[config.mk]
export PLATFORM = sky130hd
export DESIGN_NAME = arp_responder_and_cache
export DESIGN_NICKNAME = d
export VERILOG_FILES = /design/src/sv/arc_pkg.sv /design/src/sv/arc_cache.sv /design/src/sv/arp_responder_and_cache.sv
export SDC_FILE = /design/constraint.sdc
export NUM_CORES = 2
export LEC_CHECK = 0
export BUFFER_PORTS_ARGS = -buffer_cell sky130_fd_sc_hd__buf_2
export CORE_UTILIZATION = 30
export DETAILED_ROUTE_END_ITERATION = 8
export PLACE_DENSITY = 0.58
export SYNTH_ARGS = -nofsm -noshare
export SYNTH_HDL_FRONTEND = slang
export SYNTH_HIERARCHICAL = 1
export SYNTH_SLANG_ARGS = --single-unit
[constraint.sdc]
create_clock -name clk -period 6.68 [get_ports clk]
set_clock_uncertainty 0.05 [all_clocks]
set_input_delay 0 -clock clk [delete_from_list [all_inputs] [get_ports clk]]
set_output_delay 0 -clock clk [all_outputs]
set_load 0.01 [all_outputs]
[src/sv/arc_pkg.sv]
// ----------------------------------------------------------------------------
// arc_pkg - shared types and constants for the ARP responder and cache
// Field widths, ARP header constants, action codes and the request/response
// structs between the sequencer and the cache search engine.
// ----------------------------------------------------------------------------
package arc_pkg;

  localparam int IP_W  = 32;
  localparam int MAC_W = 48;

  typedef logic [IP_W-1:0]  ip_t;
  typedef logic [MAC_W-1:0] mac_t;

  // configuration port
  localparam int CFG_IDX_W  = 8;
  localparam int CFG_DATA_W = 48;

  localparam logic [CFG_IDX_W-1:0] REG_OWN_MAC     = 8'd0;
  localparam logic [CFG_IDX_W-1:0] REG_OWN_IP      = 8'd1;
  localparam logic [CFG_IDX_W-1:0] REG_SUBNET_MASK = 8'd2;
  localparam logic [CFG_IDX_W-1:0] REG_GATEWAY_IP  = 8'd3;

  // ARP header values
  localparam logic [15:0] ARP_OPER_REQUEST = 16'd1;
  localparam logic [15:0] ARP_OPER_REPLY   = 16'd2;
  localparam logic [15:0] ARP_HTYPE_ETH    = 16'd1;
  localparam logic [15:0] ARP_PTYPE_IPV4   = 16'h0800;
  localparam logic [7:0]  ARP_HLEN_ETH     = 8'd6;
  localparam logic [7:0]  ARP_PLEN_IPV4    = 8'd4;

  // result codes
  typedef enum logic [2:0] {
    ACT_ABSORB = 3'd0,
    ACT_REPLY  = 3'd1,
    ACT_UNSUP  = 3'd2,
    ACT_HIT    = 3'd3,
    ACT_MISS   = 3'd4
  } action_t;

  localparam logic [1:0] FOP_NONE  = 2'd0;
  localparam logic [1:0] FOP_QUERY = 2'd1;
  localparam logic [1:0] FOP_REPLY = 2'd2;

  // stream payload widths
  localparam int IN_TDATA_W  = 256;
  localparam int OUT_FIELDS_W = 3 + 2 + MAC_W + IP_W + MAC_W;
  localparam int OUT_TDATA_W = 136;

  typedef struct packed {
    logic start;  // one-cycle pulse
    logic learn;  // 1: search then write, 0: search only
    ip_t  key;
    mac_t mac;
  } cache_req_t;

  typedef struct packed {
    logic done;   // one-cycle pulse
    logic hit;
    mac_t mac;
  } cache_rsp_t;

endpackage

[src/sv/arc_cache.sv]
// ----------------------------------------------------------------------------
// arc_cache - IPv4 to MAC cache with a sequential search engine
// One entry memory with a registered read port is scanned one slot a cycle
// by a single shared IP comparator; the lowest valid match wins. A learn
// operation then overwrites the match or the round-robin replacement slot.
// ----------------------------------------------------------------------------
module arc_cache
  import arc_pkg::*;
#(
  parameter int unsigned CACHE_ENTRIES = 16
) (
  input  logic       clk,
  input  logic       rst_n,
  input  cache_req_t req,
  output cache_rsp_t rsp
);

  localparam int IDX_W = (CACHE_ENTRIES > 1) ? $clog2(CACHE_ENTRIES) : 1;
  localparam int CNT_W = IDX_W + 1;
  localparam logic [IDX_W-1:0] LAST_IDX = IDX_W'(CACHE_ENTRIES - 1);
  localparam logic [CNT_W-1:0] N_CNT    = CNT_W'(CACHE_ENTRIES);

  typedef enum logic [1:0] {
    S_IDLE,
    S_SCAN,
    S_WRITE
  } state_t;

  state_t                   state_r;
  logic [CNT_W-1:0]         issue_r;
  logic [IDX_W-1:0]         cmp_idx_r;
  logic                     pend_r;
  logic                     rd_valid_r;
  logic [IDX_W-1:0]         slot_r;
  logic [IDX_W-1:0]         ptr_r;
  logic [CACHE_ENTRIES-1:0] valid_r;
  logic                     done_r;
  logic                     hit_r;
  mac_t                     mac_out_r;
  ip_t                      key_r;
  mac_t                     mac_r;
  logic                     learn_r;

  logic [IP_W+MAC_W-1:0] mem [CACHE_ENTRIES];
  logic [IP_W+MAC_W-1:0] rd_data_r;

  logic             rd_en;
  logic [IDX_W-1:0] rd_idx;
  logic             match;
  logic [IDX_W-1:0] ptr_nxt;

  assign rd_idx  = issue_r[IDX_W-1:0];
  assign rd_en   = (state_r == S_SCAN) && (issue_r < N_CNT);
  assign match   = pend_r && rd_valid_r && (rd_data_r[IP_W+MAC_W-1:MAC_W] == key_r);
  assign ptr_nxt = (ptr_r == LAST_IDX) ? '0 : ptr_r + 1'b1;

  // entry memory: one write port, one registered read port
  always_ff @(posedge clk) begin
    if (state_r == S_WRITE) begin
      mem[slot_r] <= {key_r, mac_r};
    end
    if (rd_en) begin
      rd_data_r <= mem[rd_idx];
    end
  end

  always_ff @(posedge clk) begin
    if (!rst_n) begin
      state_r    <= S_IDLE;
      issue_r    <= '0;
      cmp_idx_r  <= '0;
      pend_r     <= 1'b0;
      rd_valid_r <= 1'b0;
      slot_r     <= '0;
      ptr_r      <= '0;
      valid_r    <= '0;
      done_r     <= 1'b0;
      hit_r      <= 1'b0;
      mac_out_r  <= '0;
      key_r      <= '0;
      mac_r      <= '0;
      learn_r    <= 1'b0;
    end else begin
      done_r <= 1'b0;
      case (state_r)
        S_IDLE: begin
          if (req.start) begin
            key_r   <= req.key;
            mac_r   <= req.mac;
            learn_r <= req.learn;
            issue_r <= '0;
            pend_r  <= 1'b0;
            state_r <= S_SCAN;
          end
        end
        S_SCAN: begin
          // read of slot n overlaps the compare of slot n-1
          pend_r <= rd_en;
          if (rd_en) begin
            issue_r    <= issue_r + 1'b1;
            rd_valid_r <= valid_r[rd_idx];
            cmp_idx_r  <= rd_idx;
          end
          if (match) begin
            hit_r     <= 1'b1;
            slot_r    <= cmp_idx_r;
            mac_out_r <= rd_data_r[MAC_W-1:0];
            if (learn_r) begin
              state_r <= S_WRITE;
            end else begin
              done_r  <= 1'b1;
              state_r <= S_IDLE;
            end
          end else if (pend_r && (cmp_idx_r == LAST_IDX)) begin
            hit_r  <= 1'b0;
            slot_r <= ptr_r;
            if (learn_r) begin
              ptr_r   <= ptr_nxt;
              state_r <= S_WRITE;
            end else begin
              done_r  <= 1'b1;
              state_r <= S_IDLE;
            end
          end
        end
        S_WRITE: begin
          valid_r[slot_r] <= 1'b1;
          done_r          <= 1'b1;
          state_r         <= S_IDLE;
        end
        default: begin
          state_r <= S_IDLE;
        end
      endcase
    end
  end

  assign rsp = '{done: done_r, hit: hit_r, mac: mac_out_r};

`ifndef NO_ASSERTIONS
  a_ptr_range: assert property (@(posedge clk) disable iff (!rst_n)
    ptr_r <= LAST_IDX)
    else $error("replacement pointer beyond last slot");

  a_done_src: assert property (@(posedge clk) disable iff (!rst_n)
    done_r |-> ($past(state_r) == S_SCAN) || ($past(state_r) == S_WRITE))
    else $error("response without a search");

  a_write_done: assert property (@(posedge clk) disable iff (!rst_n)
    (state_r == S_WRITE) |=> done_r && valid_r[$past(slot_r)])
    else $error("learn did not complete");
`endif

endmodule

[src/sv/arp_responder_and_cache.sv]
// Sequence: decode, then for a learn or a resolve a wait on the cache search
// engine, then emit; an opcode other than request or reply goes from decode
// straight to emit. Throughput: one transaction at a time; the scan of one
// slot per cycle through the shared IP comparator sets the interval.
// Reset: synchronous, active low; clears control and result registers, cache valid bits and the
// replacement pointer. No clearing pass is needed.
// ----------------------------------------------------------------------------
// arp_responder_and_cache - ARP engine for one IPv4 Ethernet interface
// Decodes received ARP packets and resolve requests, drives the cache search
// engine and returns one result per input transaction.
// ----------------------------------------------------------------------------
module arp_responder_and_cache
  import arc_pkg::*;
#(
  parameter int unsigned CACHE_ENTRIES = 16
) (
  input  logic                  clk,
  input  logic                  rst_n,
  // configuration
  input  logic                  cfg_wr_en,
  input  logic [CFG_IDX_W-1:0]  cfg_index,
  input  logic [CFG_DATA_W-1:0] cfg_wdata,
  // input stream
  input  logic                  in_tvalid,
  output logic                  in_tready,
  // oper, htype, ptype, hlen, plen, sender_mac, sender_ip, target_ip,
  // eth_src_mac, lookup_ip
  input  logic [IN_TDATA_W-1:0] in_tdata,
  // kind
  input  logic                  in_tuser,
  // result stream
  output logic                  out_tvalid,
  input  logic                  out_tready,
  // action, frame_oper, frame_target_mac, frame_target_ip, resolved_mac, zero pad
  output logic [OUT_TDATA_W-1:0] out_tdata
);

  typedef enum logic [1:0] {
    T_IDLE,
    T_DECODE,
    T_WAIT,
    T_EMIT
  } state_t;

  state_t state_r;

  // configuration (own MAC is inserted by the frame builder, not stored here)
  ip_t own_ip_r;
  ip_t subnet_mask_r;
  ip_t gateway_ip_r;

  // captured transaction
  logic        kind_r;
  logic [15:0] oper_r;
  logic [15:0] htype_r;
  logic [15:0] ptype_r;
  logic [7:0]  hlen_r;
  logic [7:0]  plen_r;
  mac_t        sender_mac_r;
  ip_t         sender_ip_r;
  ip_t         target_ip_r;
  mac_t        eth_src_mac_r;
  ip_t         lookup_ip_r;

  ip_t     hop_r;
  action_t res_action_r;
  logic [1:0] res_fop_r;
  mac_t    res_tmac_r;
  ip_t     res_tip_r;
  mac_t    res_rmac_r;

  logic                    out_valid_r;
  logic [OUT_FIELDS_W-1:0] out_data_r;

  cache_req_t req_r;
  cache_rsp_t rsp;

  logic is_learn;
  logic fmt_ok;
  logic on_link;
  ip_t  hop;

  assign is_learn = (oper_r == ARP_OPER_REQUEST) || (oper_r == ARP_OPER_REPLY);
  assign fmt_ok   = (htype_r == ARP_HTYPE_ETH) && (ptype_r == ARP_PTYPE_IPV4) &&
                    (hlen_r == ARP_HLEN_ETH) && (plen_r == ARP_PLEN_IPV4);
  assign on_link  = (own_ip_r != '0) &&
                    ((own_ip_r & subnet_mask_r) == (lookup_ip_r & subnet_mask_r));
  assign hop      = on_link ? lookup_ip_r : gateway_ip_r;

  assign in_tready  = (state_r == T_IDLE);
  assign out_tvalid = out_valid_r;
  assign out_tdata  = {{(OUT_TDATA_W - OUT_FIELDS_W){1'b0}}, out_data_r};

  always_ff @(posedge clk) begin
    if (!rst_n) begin
      own_ip_r      <= '0;
      subnet_mask_r <= '0;
      gateway_ip_r  <= '0;
    end else if (cfg_wr_en) begin
      case (cfg_index)
        REG_OWN_IP:      own_ip_r      <= cfg_wdata[IP_W-1:0];
        REG_SUBNET_MASK: subnet_mask_r <= cfg_wdata[IP_W-1:0];
        REG_GATEWAY_IP:  gateway_ip_r  <= cfg_wdata[IP_W-1:0];
        default: ;
      endcase
    end
  end

  // input capture, payload only
  always_ff @(posedge clk) begin
    if (in_tvalid && in_tready) begin
      kind_r        <= in_tuser;
      oper_r        <= in_tdata[15:0];
      htype_r       <= in_tdata[31:16];
      ptype_r       <= in_tdata[47:32];
      hlen_r        <= in_tdata[55:48];
      plen_r        <= in_tdata[63:56];
      sender_mac_r  <= in_tdata[111:64];
      sender_ip_r   <= in_tdata[143:112];
      target_ip_r   <= in_tdata[175:144];
      eth_src_mac_r <= in_tdata[223:176];
      lookup_ip_r   <= in_tdata[255:224];
    end
  end

  always_ff @(posedge clk) begin
    if (!rst_n) begin
      state_r      <= T_IDLE;
      req_r        <= '0;
      hop_r        <= '0;
      res_action_r <= ACT_ABSORB;
      res_fop_r    <= FOP_NONE;
      res_tmac_r   <= '0;
      res_tip_r    <= '0;
      res_rmac_r   <= '0;
      out_valid_r  <= 1'b0;
      out_data_r   <= '0;
    end else begin
      req_r.start <= 1'b0;
      if (out_valid_r && out_tready) begin
        out_valid_r <= 1'b0;
      end
      case (state_r)
        T_IDLE: begin
          if (in_tvalid) begin
            state_r <= T_DECODE;
          end
        end
        T_DECODE: begin
          res_action_r <= ACT_ABSORB;
          res_fop_r    <= FOP_NONE;
          res_tmac_r   <= '0;
          res_tip_r    <= '0;
          res_rmac_r   <= '0;
          if (!kind_r) begin
            if (oper_r == ARP_OPER_REQUEST) begin
              if (!fmt_ok) begin
                res_action_r <= ACT_UNSUP;
              end else if ((own_ip_r != '0) && (target_ip_r == own_ip_r)) begin
                res_action_r <= ACT_REPLY;
                res_fop_r    <= FOP_REPLY;
                res_tmac_r   <= sender_mac_r;
                res_tip_r    <= sender_ip_r;
              end
            end
            if (is_learn) begin
              req_r   <= '{start: 1'b1, learn: 1'b1, key: sender_ip_r, mac: eth_src_mac_r};
              state_r <= T_WAIT;
            end else begin
              state_r <= T_EMIT;
            end
          end else begin
            hop_r   <= hop;
            req_r   <= '{start: 1'b1, learn: 1'b0, key: hop, mac: '0};
            state_r <= T_WAIT;
          end
        end
        T_WAIT: begin
          if (rsp.done) begin
            if (kind_r) begin
              if (rsp.hit) begin
                res_action_r <= ACT_HIT;
                res_rmac_r   <= rsp.mac;
              end else begin
                res_action_r <= ACT_MISS;
                res_fop_r    <= FOP_QUERY;
                res_tip_r    <= hop_r;
              end
            end
            state_r <= T_EMIT;
          end
        end
        T_EMIT: begin
          if (!out_valid_r || out_tready) begin
            out_valid_r <= 1'b1;
            out_data_r  <= {res_rmac_r, res_tip_r, res_tmac_r, res_fop_r, res_action_r};
            state_r     <= T_IDLE;
          end
        end
        default: begin
          state_r <= T_IDLE;
        end
      endcase
    end
  end

  arc_cache #(
    .CACHE_ENTRIES(CACHE_ENTRIES)
  ) u_cache (
    .clk  (clk),
    .rst_n(rst_n),
    .req  (req_r),
    .rsp  (rsp)
  );

`ifndef NO_ASSERTIONS
  a_rsp_when_waiting: assert property (@(posedge clk) disable iff (!rst_n)
    rsp.done |-> (state_r == T_WAIT))
    else $error("cache response outside wait state");

  a_accept_decode: assert property (@(posedge clk) disable iff (!rst_n)
    (in_tvalid && in_tready) |=> (state_r == T_DECODE))
    else $error("accepted transaction not decoded");

  a_reply_frame: assert property (@(posedge clk) disable iff (!rst_n)
    (out_valid_r && (out_data_r[2:0] == ACT_REPLY)) |-> (out_data_r[4:3] == FOP_REPLY))
    else $error("reply result without reply frame");

  a_start_decode: assert property (@(posedge clk) disable iff (!rst_n)
    req_r.start |-> ($past(state_r) == T_DECODE))
    else $error("cache started outside decode");
`endif

endmodule
# After elaboration in Yosys (flattened, before gate mapping)
# Memories as Yosys holds them, arrays and structs flattened. A register that Yosys moved wholly into a read port is not among the register bits.
# Cells that the tools add are included.
[classes] n_mux=69 eq_ne=28 order_cmp=4 n_reduce_logical=41 bitwise=4 addsub=2
[ops] cell="2-to-1 mux 48 bit" n=7
[ops] cell="2-to-1 mux 32 bit" n=8
[ops] cell="2-to-1 mux 82 bit" n=2
[ops] cell="equality test 32 bit" n=3
[ops] cell="one-hot mux 48 bit (2 select lines)" n=1
[ops] cell="bitwise AND 32 bit" n=2
[ops] cell="one-hot mux 32 bit (2 select lines)" n=1
[ops] cell="2-to-1 mux 2 bit" n=18
[ops] cell="equality test 16 x 1 -> 1 bit (second input constant)" n=2
[ops] cell="nonzero test 32 bit" n=1
[ops] cell="AND reduction 2 bit" n=13
[ops] cell="equality test 16 x 12 -> 1 bit (second input constant)" n=1
[ops] cell="equality test 16 x 2 -> 1 bit (second input constant)" n=1
[ops] cell="equality test 8 x 2 -> 1 bit (second input constant)" n=2
[ops] cell="equality test 8 x 3 -> 1 bit (second input constant)" n=2
[ops] cell="bitwise OR 16 bit" n=1
[ops] cell="2-to-1 mux 1 bit" n=15
[ops] cell="logical AND 1 bit" n=12
[ops] cell="2-to-1 mux 4 bit" n=3
[ops] cell="AND reduction 4 bit" n=3
[ops] cell="less-than comparator 4 x 5 -> 1 bit (second input constant)" n=2
[ops] cell="2-to-1 mux 5 bit" n=2
[ops] cell="inequality test 2 bit (second input constant)" n=5
[ops] cell="one-hot mux 5 bit (2 select lines)" n=1
[ops] cell="other kinds (23)" n=40
[totals] output_inout_bits=138 register_bits=904 ramBits=1280 word_cells=190 input_bits=318 memories=1
[memory_table] name="u_cache.mem" depth=16 width=80 read_ports=1 rd_clocked_by_memory_dff=1 wr=1 line="arc_cache.sv:44" rtl="logic [IP_W+MAC_W-1:0] mem [CACHE_ENTRIES];"

# Depth between registers and ports, before layout
[depth] depth_word=8 ltp_mapped=10 depth_no_buf=8

# By module
# The synthesis kept the hierarchy.
[by_module_without_submodules] mod="arc_cache" instances=1 area_each_um2=56852.0 cells_per_inst=2623 seq_area_each_um2=44202.4
[by_module_without_submodules] mod="arp_responder_and_cache" instances=1 area_each_um2=27871.7 cells_per_inst=2614 seq_area_each_um2=17306.6

# Least setup slack after synthesis
# Ideal clock, no wire load.
[synth_path] path_kind="register to register" from="register state_r[0] (netlist name)" to="register eth_src_mac_r[0] (enable)" period_less_slack_ps=7186 required_ps=5981 setup_slack_ps=-506 path_buffers=0 arrival_ps=6487 path_stages_with_launch=4 setup_ps=649 path_cell_list="dfxtp_1 -> inv_1 -> ha_1 -> and2_1"
[synth_lines] element="to (signal assigned)" line="arp_responder_and_cache.sv:121" rtl="eth_src_mac_r <= in_tdata[223:176];"
[synth_lines] element="to (decl)" line="arp_responder_and_cache.sv:62" rtl="mac_t eth_src_mac_r;"

# Final worst setup path
[layout_path] from="register own_ip_r[16]" to="register req_r[58] (netlist name)"
[layout_between] elab_chain_len=5 word_cells_on_any_way=6 cone_classes="1 x eq/ne; 2 x mux; 1 x bitwise; 2 x reduce/logical"
[layout_lines] element="from (decl)" line="arp_responder_and_cache.sv:48" rtl="ip_t own_ip_r;"
[layout_lines] element="from (signal assigned)" line="arp_responder_and_cache.sv:101" rtl="REG_OWN_IP: own_ip_r <= cfg_wdata[IP_W-1:0];"
[layout_lines] element="bitwise AND 32 bit" line="arp_responder_and_cache.sv:87" rtl="((own_ip_r & subnet_mask_r) == (lookup_ip_r & subnet_mask_r));"
[layout_lines] element="equality test 32 bit" line="arp_responder_and_cache.sv:87"
[layout_lines] element="logical AND 1 bit (*)" line="arp_responder_and_cache.sv:86" rtl="assign on_link = (own_ip_r != '0) &&"
[layout_lines] element="2-to-1 mux 32 bit (*)" line="arp_responder_and_cache.sv:88" rtl="assign hop = on_link ? lookup_ip_r : gateway_ip_r;"
[layout_lines] element="2-to-1 mux 82 bit (*)" line="arp_responder_and_cache.sv:155" rtl="if (!kind_r) begin"
[layout_lines] element="to (signal assigned)" line="arp_responder_and_cache.sv:167" rtl="req_r <= '{start: 1'b1, learn: 1'b1, key: sender_ip_r, mac: eth_src_mac_r};"
[layout_lines] element="to (signal assigned)" line="arp_responder_and_cache.sv:174" rtl="req_r <= '{start: 1'b1, learn: 1'b0, key: hop, mac: '0};"
[layout_lines] element="to (decl)" line="arp_responder_and_cache.sv:75" rtl="cache_req_t req_r;"
# Every way passes the cells marked *; elsewhere a longest branch is shown, timed or not.
# A chain may end at the register's enable or synchronous reset.

==> impl_metrics.py <==
metrics = {
    "logic_synthesis": {
        "ys_seq_elements": 2264,
        "synth_warnings": 6,
        "synthTopCellsByArea": "edfxtp_1 (57%), dfxtp_1 (15%), mux4_2 (11%)",
        "yosysUniqueCellTypes": 63,
        "synth-edff-count": 1617,
        "synth_common_cells": "edfxtp_1 (1617), nand2_1 (723), dfxtp_1 (647), mux4_2 (405), a21boi_0 (282)",
        "ys.flop_type": "edfxtp_1",
        "synth_seq_area_share_pct": 72.60,
        "yosysMostFrequentCell": "edfxtp_1",
        "synthCells": 5237,
        "synth.largest_area_cell": "edfxtp_1",
        "synth_top_area_share_pct": 57.31,
        "async_flop_share_pct": 0,
        "syn_avg_cell_area_sq_um": 16.18,
        "syn_area_sq_um": 84720,
    },
    "drt": {
        "drt_pass1_iterations": 5,
        "via_count": 50140,
        "ant_nets": 0,
        "wl_per_cell_microns": 23.36,
        "finalWirelength_mm": 238.1,
        "drc": 0,
        "avgViaCountPerCell": 4.918,
        "first_iter_violations": 4501,
    },
    "status": {
        "status": "completed",
    },
    "floorplanning": {
        "die_x_microns": 533.4,
        "ioPinCount": 456,
        "rows": 194,
        "die_height_microns": 533.4,
        "die_area_sq_um": 284500,
        "start_util_pct": 30.25,
        "core_sq_um": 280100,
    },
    "clock_tree": {
        "htreeDepth": 4,
        "clk-insertion-delay-late_ns": 0.93,
        "cts.root.buffer_cell": "clkbuf_16",
        "cts_made_buffers": 236,
        "cts_resized": 0,
        "cts_sinks": 2264,
        "cts_tree": "yes",
        "clockBufferDepth": 4,
        "clk_pin_slew_ns": 0.07,
    },
    "final_layout": {
        "drive_gt1_share_pct": 20.59,
        "layout.cells.non_filler": 10190,
        "area_growth_pct": 24.48,
        "nets": 6585,
    },
    "sta": {
        "rsz0062_at_grt": "no",
        "post-route-period-util_pct": 60.00,
        "drv_slew": 0,
        "setup_viol": 0,
        "finalSetupTns_ns": 0,
        "max_freq_ghz": 0.2495,
        "slew-limit-headroom_pct": 20.85,
        "finalHoldViolCount": 0,
        "period_needed_ns": 4.008,
        "hold_slack_ns": 0.1691,
        "worst_slew_pin_slew_ns": 1.187,
    },
    "placement": {
        "gp_congestion": 0.9190,
        "numPortBuffers": 436,
        "placed_cells": 9138,
        "dp_hpwl_mm": 130.7,
    },
    "grt": {
        "grt_pass1_vias": 52060,
        "antenna_found_initial": 18,
        "grt_usage_pct": 16.43,
        "grt_overflow": 0,
        "grt_max_degree": 139,
        "grt_pass1_wl_mm": 350.1,
    },
    "pwr": {
        "p_leak_uw": 0.03483,
        "power.density_nw_per_um2": 300.3,
        "vdd_drop_max_uv": 299.7,
    },
    "critical_path": {
        "crit_type": "flip-flop to flip-flop",
        "cp_max_fo": 65,
        "arrival_ns": 4.78,
        "startpoint_type": "flip-flop",
        "cp.required_ns": 7.45,
        "endpoint_kind": "flip-flop",
    },
    "run": {
        "drv_cap": 0,
    },
    "min_path": {
        "hold_path_class": "primary input to flip-flop",
    },
}
[through the flow]
step / area [sq um] / power [uW] / util [%] / setup WS [ns]
6_report: 105500 / 31670 / 37.65 / 2.672
4_1_cts: 105400 / 31940 / 37.64 / 2.832
2_1_floorplan: 84750 / 17040 / - / 1.720
5_1_grt: 105400 / 32640 / 37.64 / 2.761
3_5_place_dp: 91270 / 17930 / 32.58 / 2.900
3_3_place_gp: 91270 / 17920 / 32.58 / 2.915
[placed cells by master (no fill, tap or decap), drive strengths merged, types with 74 or more instances in the layout]
cell / instances
nand2: 723
clkbuf: 301
nor2: 149
dfxtp: 647
a21boi: 295
edfxtp: 1617
buf: 515
mux4: 405
a22oi: 144
xor2: 74
dlygate4sd3: 605
a21oi: 114
nor2b: 136
clkinv: 83
[logic make-up (layout without fill, tap and decap cells)]
logic type	count (synthesis)	after routing	share of synthesized area, %
AO/OA/AOI/OAI	750	750	6.242
AND/OR/NAND/NOR	1283	1283	6.807
other	1	15	0.004426
XOR/XNOR	94	94	0.9717
buffers and inverters	375	1594	1.815
multiplexers	461	461	11.43
flip-flops	2264	2264	72.60
adder cells (fa/ha/maj)	9	9	0.1329
[report_power, final]
group | leakage, uW | switching [uW] | internal, uW
logic | 0.0106 | 1430 | 637
registers | 0.0202 | 343 | 15500
clock network | 0.00396 | 5570 | 8180
total | 0.0348 | 7340 | 24300
[repair_timing]
action,in CTS,in global routing
buffers inserted,0,0
hold endpoints to repair,515,0
hold buffers,606,0
endpoints found under the setup margin,0,0
[flip-flops by register name (all words and copies together), names as in the netlist, 48 cells and up]
register / cells
u_cache/rd_data_r: 80
out_data_r: 133
u_cache/mac_r: 48
eth_src_mac_r: 48
res_rmac_r: 48
res_tmac_r: 48
req_r: 82
sender_mac_r: 48
u_cache/mac_out_r: 48
u_cache/mem: 1280
[routing by layer]
layer	track usage, %	vias to the layer above	wire [microns]
met5	0	-	44
met1	21.76	25790	101100
met4	5.684	6	8016
li1	-	22030	-
met2	26.83	1918	112400
met3	3.230	383	16540
[area by class of cell]
cell class	instances	area, sq um
timing repair buffer	1120	9054
multi-input combinational	2600	21970
antenna	12	30.03
sequential	2264	61520
tap	3724	4659
fill	25850	174700
clock buffer	301	6382
inverter	36	140.1
clock inverter	137	1704
[critical path: stages, from the launching register on]
cell	delay, ns
dfxtp_1	0.39
nor4_1	0.87
nand4_1	0.53
nor2_4	0.21
buf_4	0.64
or2_2	0.23
buf_4	0.60
a311o_1	0.30
[path summary, 6_finish.rpt]
check          startpoint  slack [ns]                 to  depth (start not counted)
max          own_ip_r[16]        2.67          req_r[58]                          7
max reg2reg  own_ip_r[16]        2.67          req_r[58]                          7
min                 rst_n        0.17           hop_r[0]                          4
min reg2reg     req_r[11]        0.37  u_cache/mac_r[11]                          2
Note: power is estimated with default switching activity, not from simulation.
